`src/design/rrld_pkg.sv`:
```
// Package for the region run-length decoder.
// Holds the result word type, status codes and stream byte constants.
// No dependencies.
`timescale 1ns / 1ps

package rrld_pkg;

    typedef enum logic [2:0] {
        ST_OK        = 3'd0,
        ST_SHORT     = 3'd1,
        ST_SIGNATURE = 3'd2,
        ST_SIZE      = 3'd3,
        ST_ORIGIN    = 3'd4,
        ST_EMPTY     = 3'd5
    } rrld_status_t;

    localparam logic [7:0] SIG_ROWS = 8'h68;
    localparam logic [7:0] SIG_COLS = 8'h76;
    localparam logic [7:0] LINE_END = 8'hFF;

    localparam logic KIND_RECT = 1'b0;
    localparam logic KIND_FIN  = 1'b1;

    typedef struct packed {
        logic       kind;
        logic [8:0] left;
        logic [8:0] top;
        logic [8:0] right;
        logic [8:0] bottom;
        logic [2:0] status;
        logic       eor;
    } rrld_item_t;

    typedef struct packed {
        logic       rect_valid;
        logic       fin_valid;
        rrld_item_t rect;
        rrld_item_t fin;
    } rrld_push_t;

endpackage

```
`src/design/region_run_length_decoder.sv`:
```
// Top level of the region run-length decoder: input word register, decoder, result queue.
// Depends on rrld_pkg, rrld_core and rrld_out_queue.
//
//   channel | direction | carries
//   s_*     | in        | one stream byte, tlast on the final byte
//   m_*     | out       | rectangle or end-of-stream status word, tlast on the status word
//
// One input word per cycle while the queue has room: each accepted word is decoded
// while it sits in the input register, and the result words it yields, up to two,
// enter a four-word queue. Result words leave at one per cycle while m_tready is high,
// and the input side stalls whenever the queue cannot take two more words.
// Reset is synchronous on aresetn and empties both the input register and the queue.
// A stall on m_tready backs up through the queue into s_tready.
`timescale 1ns / 1ps

module region_run_length_decoder #(
    parameter int MAX_EXTENT = 254
) (
    input  logic        aclk,
    input  logic        aresetn,
    input  logic        s_tvalid,
    output logic        s_tready,
    input  logic [7:0]  s_tdata,   // [7:0] data_byte
    input  logic        s_tlast,   // final_byte
    output logic        m_tvalid,
    input  logic        m_tready,
    output logic [39:0] m_tdata,   // [8:0] rect_left, [17:9] rect_top, [26:18] rect_right,
                                   // [35:27] rect_bottom, [38:36] status, [39] zero
    output logic        m_tuser,   // item_kind
    output logic        m_tlast    // end_of_region
);
    import rrld_pkg::*;

    logic       in_valid_reg;
    logic [7:0] in_data_reg;
    logic       in_last_reg;
    logic       room;
    logic       fire;
    rrld_push_t push;
    rrld_item_t head;

    assign fire     = in_valid_reg && room;
    assign s_tready = !in_valid_reg || room;

    always_ff @(posedge aclk) begin
        if (!aresetn) begin
            in_valid_reg <= 1'b0;
        end else if (s_tready) begin
            in_valid_reg <= s_tvalid;
        end
    end

    always_ff @(posedge aclk) begin
        if (s_tready && s_tvalid) begin
            in_data_reg <= s_tdata;
            in_last_reg <= s_tlast;
        end
    end

    rrld_core #(
        .MAX_EXTENT(MAX_EXTENT)
    ) u_core (
        .aclk       (aclk),
        .aresetn    (aresetn),
        .fire       (fire),
        .data_byte  (in_data_reg),
        .final_byte (in_last_reg),
        .push       (push)
    );

    rrld_out_queue u_queue (
        .aclk       (aclk),
        .aresetn    (aresetn),
        .push       (push),
        .pop        (m_tready),
        .room       (room),
        .head_valid (m_tvalid),
        .head       (head)
    );

    assign m_tdata = {1'b0, head.status, head.bottom, head.right, head.top, head.left};
    assign m_tuser = head.kind;
    assign m_tlast = head.eor;

endmodule

```
`src/design/rrld_core.sv`:
```
// Decoder state and per-byte decode for the region run-length decoder.
// Produces up to two result words per byte (a rectangle, then a status word).
// Depends on rrld_pkg.
`timescale 1ns / 1ps

module rrld_core #(
    parameter int MAX_EXTENT = 254
) (
    input  logic               aclk,
    input  logic               aresetn,
    input  logic               fire,
    input  logic [7:0]         data_byte,
    input  logic               final_byte,
    output rrld_pkg::rrld_push_t push
);
    import rrld_pkg::*;

    localparam logic [7:0] MAX_EXT8 = 8'(MAX_EXTENT);

    typedef enum logic [4:0] {
        PH_HEADER = 5'b00001,
        PH_START  = 5'b00010,
        PH_LENGTH = 5'b00100,
        PH_DONE   = 5'b01000,
        PH_ERROR  = 5'b10000
    } phase_t;

    phase_t       phase_reg, phase_next;
    logic [2:0]   hdr_idx_reg, hdr_idx_next;
    logic         vert_reg, vert_next;
    logic [7:0]   ox_reg, ox_next;
    logic [7:0]   oy_reg, oy_next;
    logic [7:0]   ew_reg, ew_next;
    logic [7:0]   eh_reg, eh_next;
    logic [8:0]   lpos_reg, lpos_next;
    logic [7:0]   pend_reg, pend_next;
    logic         any_reg, any_next;
    rrld_status_t err_reg, err_next;

    logic [7:0] lines;
    logic [7:0] span;
    logic [7:0] remain;
    logic [7:0] run_len;
    logic [8:0] run_base;
    logic [8:0] line_base;
    logic       start_in;

    assign lines     = vert_reg ? ew_reg : eh_reg;
    assign span      = vert_reg ? eh_reg : ew_reg;
    assign start_in  = pend_reg < span;
    assign remain    = span - pend_reg;
    assign run_len   = (data_byte > remain) ? remain : data_byte;
    assign run_base  = (vert_reg ? {1'b0, oy_reg} : {1'b0, ox_reg}) + {1'b0, pend_reg};
    assign line_base = (vert_reg ? {1'b0, ox_reg} : {1'b0, oy_reg}) + lpos_reg;

    always_comb begin
        phase_next   = phase_reg;
        hdr_idx_next = hdr_idx_reg;
        vert_next    = vert_reg;
        ox_next      = ox_reg;
        oy_next      = oy_reg;
        ew_next      = ew_reg;
        eh_next      = eh_reg;
        lpos_next    = lpos_reg;
        pend_next    = pend_reg;
        any_next     = any_reg;
        err_next     = err_reg;

        push.rect_valid = 1'b0;
        push.fin_valid  = 1'b0;
        push.rect.kind  = KIND_RECT;
        push.rect.status = ST_OK;
        push.rect.eor   = 1'b0;
        if (vert_reg) begin
            push.rect.left   = line_base;
            push.rect.right  = line_base + 9'd1;
            push.rect.top    = run_base;
            push.rect.bottom = run_base + {1'b0, run_len};
        end else begin
            push.rect.left   = run_base;
            push.rect.right  = run_base + {1'b0, run_len};
            push.rect.top    = line_base;
            push.rect.bottom = line_base + 9'd1;
        end
        push.fin.kind   = KIND_FIN;
        push.fin.left   = '0;
        push.fin.top    = '0;
        push.fin.right  = '0;
        push.fin.bottom = '0;
        push.fin.status = ST_OK;
        push.fin.eor    = 1'b1;

        if (fire) begin
            case (phase_reg)
                PH_HEADER: begin
                    case (hdr_idx_reg)
                        3'd0: begin
                            if (data_byte == SIG_ROWS) begin
                                vert_next = 1'b0;
                            end else if (data_byte == SIG_COLS) begin
                                vert_next = 1'b1;
                            end else begin
                                vert_next = 1'b0;
                                err_next  = ST_SIGNATURE;
                            end
                        end
                        3'd1: ox_next = data_byte;
                        3'd2: oy_next = data_byte;
                        3'd3: ew_next = data_byte;
                        default: eh_next = data_byte;
                    endcase
                    if (hdr_idx_reg < 3'd4) begin
                        hdr_idx_next = hdr_idx_reg + 3'd1;
                        if (final_byte) begin
                            err_next = ST_SHORT;
                        end
                    end else begin
                        if (err_reg == ST_OK) begin
                            if (ew_reg == 8'd0 || data_byte == 8'd0 ||
                                ew_reg > MAX_EXT8 || data_byte > MAX_EXT8) begin
                                err_next = ST_SIZE;
                            end else if (ox_reg >= MAX_EXT8 || oy_reg >= MAX_EXT8) begin
                                err_next = ST_ORIGIN;
                            end
                        end
                        phase_next = (err_next == ST_OK) ? PH_START : PH_ERROR;
                    end
                end
                PH_START: begin
                    if (!final_byte) begin
                        if (data_byte == LINE_END) begin
                            lpos_next = lpos_reg + 9'd1;
                            if (lpos_next >= {1'b0, lines}) begin
                                phase_next = PH_DONE;
                            end
                        end else begin
                            pend_next  = data_byte;
                            phase_next = PH_LENGTH;
                        end
                    end
                end
                PH_LENGTH: begin
                    phase_next = PH_START;
                    if (start_in && run_len != 8'd0) begin
                        push.rect_valid = 1'b1;
                        any_next        = 1'b1;
                    end
                end
                default: ;
            endcase

            if (final_byte) begin
                push.fin_valid  = 1'b1;
                push.fin.status = (err_next == ST_OK && !any_next) ? ST_EMPTY : err_next;
                phase_next   = PH_HEADER;
                hdr_idx_next = '0;
                vert_next    = 1'b0;
                ox_next      = '0;
                oy_next      = '0;
                ew_next      = '0;
                eh_next      = '0;
                lpos_next    = '0;
                pend_next    = '0;
                any_next     = 1'b0;
                err_next     = ST_OK;
            end
        end
    end

    always_ff @(posedge aclk) begin
        if (!aresetn) begin
            phase_reg   <= PH_HEADER;
            hdr_idx_reg <= '0;
            vert_reg    <= 1'b0;
            ox_reg      <= '0;
            oy_reg      <= '0;
            ew_reg      <= '0;
            eh_reg      <= '0;
            lpos_reg    <= '0;
            pend_reg    <= '0;
            any_reg     <= 1'b0;
            err_reg     <= ST_OK;
        end else begin
            phase_reg   <= phase_next;
            hdr_idx_reg <= hdr_idx_next;
            vert_reg    <= vert_next;
            ox_reg      <= ox_next;
            oy_reg      <= oy_next;
            ew_reg      <= ew_next;
            eh_reg      <= eh_next;
            lpos_reg    <= lpos_next;
            pend_reg    <= pend_next;
            any_reg     <= any_next;
            err_reg     <= err_next;
        end
    end

endmodule

```
`src/design/rrld_out_queue.sv`:
```
// Four-word result queue for the region run-length decoder.
// Takes up to two words per cycle in order, hands out one per cycle while pop is high.
// Depends on rrld_pkg.
`timescale 1ns / 1ps

module rrld_out_queue (
    input  logic                 aclk,
    input  logic                 aresetn,
    input  rrld_pkg::rrld_push_t push,
    input  logic                 pop,
    output logic                 room,
    output logic                 head_valid,
    output rrld_pkg::rrld_item_t head
);
    import rrld_pkg::*;

    rrld_item_t slot_reg [4];
    logic [1:0] wr_reg, wr_next;
    logic [1:0] rd_reg, rd_next;
    logic [2:0] cnt_reg, cnt_next;
    logic [1:0] fin_addr;
    logic [2:0] n_push;
    logic       do_pop;

    assign do_pop     = pop && cnt_reg != 3'd0;
    assign n_push     = {2'b00, push.rect_valid} + {2'b00, push.fin_valid};
    assign fin_addr   = push.rect_valid ? wr_reg + 2'd1 : wr_reg;
    assign wr_next    = wr_reg + n_push[1:0];
    assign rd_next    = rd_reg + {1'b0, do_pop};
    assign cnt_next   = cnt_reg + n_push - {2'b00, do_pop};
    assign room       = (cnt_reg <= 3'd2) || (cnt_reg == 3'd3 && do_pop);
    assign head_valid = cnt_reg != 3'd0;
    assign head       = slot_reg[rd_reg];

    always_ff @(posedge aclk) begin
        for (int i = 0; i < 4; i++) begin
            if (push.rect_valid && wr_reg == 2'(i)) begin
                slot_reg[i] <= push.rect;
            end else if (push.fin_valid && fin_addr == 2'(i)) begin
                slot_reg[i] <= push.fin;
            end
        end
    end

    always_ff @(posedge aclk) begin
        if (!aresetn) begin
            wr_reg  <= '0;
            rd_reg  <= '0;
            cnt_reg <= '0;
        end else begin
            wr_reg  <= wr_next;
            rd_reg  <= rd_next;
            cnt_reg <= cnt_next;
        end
    end

endmodule

```
`config.mk`:
```
export PLATFORM = sky130hd
export DESIGN_NAME = region_run_length_decoder
export DESIGN_NICKNAME = d
export VERILOG_FILES = /design/src/design/rrld_pkg.sv /design/src/design/region_run_length_decoder.sv /design/src/design/rrld_core.sv /design/src/design/rrld_out_queue.sv
export SDC_FILE = /design/constraint.sdc
export NUM_CORES = 1
export LEC_CHECK = 0
export BUFFER_PORTS_ARGS = -buffer_cell sky130_fd_sc_hd__buf_4
export CORE_UTILIZATION = 61
export CTS_CLUSTER_DIAMETER = 40
export DETAILED_ROUTE_END_ITERATION = 8
export PLACE_DENSITY = 0.81
export SKIP_LAST_GASP = 1
export SLEW_MARGIN = 20
export SYNTH_ARGS = -nofsm -noshare
export SYNTH_HDL_FRONTEND = slang
export SYNTH_SLANG_ARGS = --single-unit
```
`constraint.sdc`:
```
create_clock -name aclk -period 17.29 [get_ports aclk]
set_input_delay 1.729 -clock aclk [delete_from_list [all_inputs] [get_ports aclk]]
set_output_delay 1.729 -clock aclk [all_outputs]
set_load 0.02 [all_outputs]
```
==> results of run 1 <==
kinds of logic (layout without fill, tap and decap cells):
| group | after synthesis | after routing | share of synthesized area, % |
|---|---|---|---|
| simple gates | 458 | 458 | 16.7 |
| flops | 239 | 239 | 45.8 |
| compound gates | 171 | 171 | 9.31 |
| mux | 147 | 147 | 15.1 |
| buf+inv | 114 | 169 | 3.58 |
| fa+ha+maj | 71 | 71 | 6.95 |
| xor+xnor | 38 | 38 | 2.50 |
| other cells | 1 | 1 | 0.0282 |
power by group:
group / switching (mW) / internal (mW) / leakage, nW
combinational: 0.257 / 0.197 / 3.32
sequential: 0.0224 / 0.633 / 2.07
clock: 0.258 / 0.398 / 0.519
total: 0.537 / 1.23 / 5.92
worst register-to-register path: stages, from the launching register on:
cell,delay (ps)
dfxtp_2,310
buf_4,680
mux2_2,480
ha_1,290
nor2b_1,140
o2111a_1,260
or2_0,220
and4b_1,200
nor3_1,460
ha_1,350
a21o_1,220
nor4b_1,330
and4bb_2,310
o32ai_4,490
nor2_1,100
a21oi_1,250
inv_1,80
ha_1,290
a21o_1,170
a21oi_1,210
o21ai_0,160
nor2_1,130
xor2_1,230
nor2_1,60
a21oi_1,290
nor2_1,90
stage by stage:
| step | instances | setup WS, ps |
|---|---|---|
| after floorplan | 1239 | 10790 |
| after global placement | 1513 | 10510 |
| after detailed placement | 1513 | 10310 |
| after CTS | 1569 | 10290 |
| after global routing | 1569 | 9680 |
| final | 1569 | 10230 |
routing by layer:
layer / vias to the layer above / global-route usage (%) / part of all wire (%)
met4: 0 / 8.79 / 2.7
met1: 4582 / 36.6 / 44
li1: 4545 / - / -
met3: 52 / 3.35 / 5.6
met5: - / 0 / 0
met2: 290 / 46.5 / 48
worst paths after layout:
check             slack (ps)                 endpoint                start  depth (start not counted)
setup / recovery       10230  u_queue.slot_reg[1][18]      u_core.vert_reg                         25
hold / removal           480      u_core.phase_reg[2]  u_core.phase_reg[2]                          2
setup reg to reg       10230  u_queue.slot_reg[1][18]      u_core.vert_reg                         25
hold reg to reg          480      u_core.phase_reg[2]  u_core.phase_reg[2]                          2
area by class of cell:
class / count / area share [%]
Clock buffer: 35 / 5.29
Clock inverter: 21 / 1.85
Inverter: 50 / 1.26
Multi-Input combinational cell: 886 / 45.3
Sequential cell: 239 / 40.9
Tap cell: 275 / 2.30
Timing Repair Buffer: 63 / 3.16
cell usage in the layout, fill, tap and decap left out, types with 21 or more instances in the layout:
cell type and instances:
xor2_1 21, nor2_1 205, clkbuf_16 31, nand2_1 54, mux2_2 29, dfxtp_1 104, nor2b_1 73, mux2i_1 75
mux4_2 40, ha_1 66, inv_1 48, nor3_1 24, edfxtp_1 132, buf_4 63, a21oi_1 34, and2_1 22
o21ai_0 42
==> results.cfg, run 1 <==
[run_status]
status = finished, final reports clean

[logic_synthesis]
synth_top_area_share_pct = 29.8
syn_nets = 1323
synth_commonest_cells = 205 x nor2_1, 132 x edfxtp_1, 107 x dfxtp_1
yosys.cell_types.count = 69
synth_edf_count = 132
synth_area_um2 = 13300
netlist_instances = 1239
ys_seq_area_share_pct = 45.8
ys_ff_latch = 239
synth_area_leaders = edfxtp_1 30%, dfxtp_1 16%, mux4_2 6.8%, ha_1 6.2%, mux2i_1 5.8%
yosysMostFrequentCell = nor2_1
synthesis.yosys.warnings = 0
postSynthAreaPerCell_um2 = 10.7
yosysTopAreaCell = edfxtp_1
async_flop_share_pct = 0
ys_dominant_reg_cell = edfxtp_1

[floorplan]
ioPinCount = 57
fp.dieH_um = 150
initial_core_util_pct = 62.8
dieWidth_um = 150
row_count = 53
core_um2 = 21200
die_area_um2 = 22400

[critical_path]
cp_max_fo = 73
cpMostUsedCell = nor2_1
path_delay_family = compound AO/OA/AOI/OAI gates
crit_slowest_cell = buf_4
crit_type = flip-flop to flip-flop
crit_arrival_ps = 7340
end_kind = flip-flop
start_kind = flip-flop
cp.buffers_inverters = 2
critPathMaxStageDelay_ps = 680
critical_path_required_ps = 17570

[clocking]
cts_resized = 0
clock-root-buffer = clkbuf_16
clkSinkCount = 239
cts_setup_buffers = 0
clkTransAtPathRegs_ps = 60
cts_buffer_depth = 3
cts_max_level = 1
cts_tree = built
clk_latency_ps = 550
hold_buffers = 0
cts-buffers-inserted = 30

[global_routing]
grt-ovfl-total = 0
grt_max_degree = 74
antenna_found_initial = 0
grt_pass1_wl_um = 48000
grt_pass1_vias = 9125
grt_use_total_pct = 27.4

[detailed_routing]
drtPass1Iterations = 5
drt_iter0_drc = 804
viasPerCell = 6.04
wl_um = 30400
wl_per_cell_um = 19.4
ant_nets = 0
drc = 0
route.vias.total = 9469

[final_layout]
multi_input_area_um2 = 6760
ff_latch_area_um2 = 6110
drive_gt1_share_pct = 16.8
area_growth_pct = 12.2
fillers = 1478
utilization_pct = 70.4
fin_nets = 1354
finalInstanceArea_um2 = 14900
largest_reg_flops = 160
antennaDiodeCount = 0

[timing]
finalHoldViolCount = 0
max_freq_mhz = 142
tightest_slew_ps = 1130
slew_violations = 0
tns_ps = 0
finalCritPeriodShare_pct = 40.8
period_needed_ps = 7060
setup_violations = 0
whs_ps = 475
skew_ps = 15.4
grt_setup_unrepaired = no
max_slew_margin_pct = 24.4

[power]
p_leak_nw = 5.92
peakVddDrop_mv = 0.108
power_density_nw_per_um2 = 118
p_total_mw = 1.76

[hold_path]
worstHoldPathType = flip-flop to flip-flop

[flow_run]
cap_violations = 0

[placed_design]
portBuffers = 55
dp_hpwl_um = 20500
gp_congestion = 0.902
dpl_cell_area_um2 = 13900
Note: power is estimated with default switching activity, not from simulation.
==> inputs of run 2 (changes only) <==
- CORE_UTILIZATION: 61 -> 56
- PLACE_DENSITY: 0.81 -> 0.78
- clock period: 17.29 -> 5.67 ns (I/O delays scaled with it)
==> run 2 against run 1 <==
Compared with the run above:
- first-iteration DRC count fell by 21%
- final cell count rose by 4.8%
- power rose to 3.2 times the previous value
- critical path type unchanged
==> results.cfg, run 2 (synthesis results as in run 1) <==
[critical_path]
r2r-start = u_core.vert_reg
cp_max_fo = 5
cp-startpoint = u_core.vert_reg
start_kind = flip-flop
reg2reg_to = u_queue.slot_reg[3][21]
rrSetupSlack_ps = 120
critPathMaxStageDelay_ps = 400
crit_arrival_ps = 5800
cp.buffers_inverters = 1
crit_slowest_cell = fa_2
path_delay_family = simple AND/OR/NAND/NOR gates
reg2reg_depth = 25
crit_type = flip-flop to flip-flop
end_kind = flip-flop
critical_path_required_ps = 5930

[timing]
fin_ws_ps = 122
finalCritPeriodShare_pct = 97.9
period_needed_ps = 5550
grt_setup_unrepaired = yes
tns_ps = 0
finalHoldViolCount = 0
slew_violations = 0
setup_violations = 0
tightest_slew_ps = 1110
max_freq_mhz = 180
whs_ps = 231
max_slew_margin_pct = 26.0
skew_ps = 12.6

[hold_path]
worstHoldPathCells = 1
worstHoldPathType = input pin to flip-flop
whs_endpoint = in_last_reg
worstHoldStart = s_tlast

[floorplan]
ioPinCount = 57
die_area_um2 = 24400
core_um2 = 23400
dieWidth_um = 156
row_count = 56
initial_core_util_pct = 56.9
fp.dieH_um = 156

[power]
peakVddDrop_mv = 0.212
power_frac_comb_pct = 27.0
power.switching_mw = 1.72
switching_share_pct = 30.8
seqPwrFrac_pct = 36.4
p_leak_nw = 6.13
p_int_mw = 3.86
p_total_mw = 5.58
clkPwrFrac_pct = 36.6
power_density_nw_per_um2 = 358

[placed_design]
dp_hpwl_um = 21100
gp_congestion = 0.917
portBuffers = 55
pre_cts_slack_ps = -35.2

[final_layout]
fillers = 1738
drive_gt1_share_pct = 22.0
final_cell_mix = 203 x nor2_1, 132 x edfxtp_1, 104 x dfxtp_1
fin_nets = 1384
area_growth_pct = 17.2
multi_input_area_um2 = 7010
antennaDiodeCount = 0
largest_reg_flops = 160
ff_latch_area_um2 = 6110
utilization_pct = 66.7
layout_commonest_cell = nor2_1

[flow_run]
cap_violations = 0

[global_routing]
grt_use_total_pct = 26.1
grt_pass1_wl_um = 49300
grt_max_degree = 73
antenna_found_initial = 0
grt_pass1_vias = 9370
grt-ovfl-total = 0

[clocking]
cts-buffers-inserted = 35
clk_latency_ps = 510
clkTransAtPathRegs_ps = 60
clkSinkCount = 239
cts_tree = built
cts_max_level = 2
cts_buffer_depth = 3
clock-root-buffer = clkbuf_16
hold_buffers = 0

[detailed_routing]
viasPerCell = 5.94
ant_nets = 0
wl_um = 31700
wl_per_cell_um = 19.3
drtPass1Iterations = 6
drt_iter0_drc = 639
route.vias.total = 9764
drc = 0

[run_status]
status = finished, final reports clean
-- run 2: metal layers --
metal  up-vias  routed length [um]  global-route usage (%)
li1       4587                   -                       -
met1      4748               13100                    32.6
met2       348               15400                    44.5
met3        81                2020                    4.49
met4         0                1160                    11.0
met5         -                   0                       0
-- run 2: area by class of cell --
cell class,count,share of cell area [%]
Timing Repair Buffer,88,4.99
Sequential cell,239,39.2
Inverter,50,1.20
Clock buffer,44,6.02
Clock inverter,19,1.11
Multi-Input combinational cell,886,44.9
Tap cell,319,2.56
-- run 2: repair_timing --
item,CTS,global route
pin swaps,3,30
setup buffers,1,9
gates resized for setup,2,47
endpoints found under the setup margin,4,54
gates cloned,0,1
endpoints found under the hold margin,0,0
-- run 2: how the worst max path moves through the flow --
stage / endpoint / slack (ps) / depth (start not counted)
after floorplan: u_queue.cnt_reg[2] / 6 / 25
after global placement: u_queue.cnt_reg[2] / 110 / 22
after detailed placement: u_queue.cnt_reg[2] / -40 / 22
after CTS: u_queue.cnt_reg[2] / 40 / 22
after global routing: u_queue.slot_reg[3][21] / -100 / 25
final: u_queue.slot_reg[3][21] / 120 / 25
-- run 2: power groups by stage --
| stage | sequential [mW] | combinational, mW | clock [mW] |
|---|---|---|---|
| floorplan | 1.99 | 1.03 | 0 |
| global placement | 2.06 | 1.37 | 0 |
| detailed placement | 2.07 | 1.40 | 0 |
| CTS | 2.03 | 1.42 | 2.08 |
| global route | 2.04 | 1.63 | 2.15 |
| finish | 2.03 | 1.51 | 2.04 |
-- run 2: per-stage QoR --
step | area, um^2 | instances
after floorplan | 13400 | 1239
after global placement | 14200 | 1571
after detailed placement | 14200 | 1571
after CTS | 15300 | 1635
after global routing | 15600 | 1645
final | 15600 | 1645
-- run 2: worst register-to-register path, stage by stage, from the launching register on --
cell	delay (ps)
dfxtp_4	370
mux2_4	340
ha_4	220
nor2b_4	120
o2111a_1	270
or2_4	270
and4b_1	200
nor3_4	180
ha_4	240
a21o_4	230
nor4b_4	280
and4bb_2	300
o32a_1	390
o21ai_2	150
ha_2	190
inv_2	50
fa_2	400
nor2b_2	120
o21ai_1	70
nand2b_1	120
nand3_2	110
a31oi_2	160
xnor2_1	160
nor2_1	80
nor2_2	210
nor2_1	70
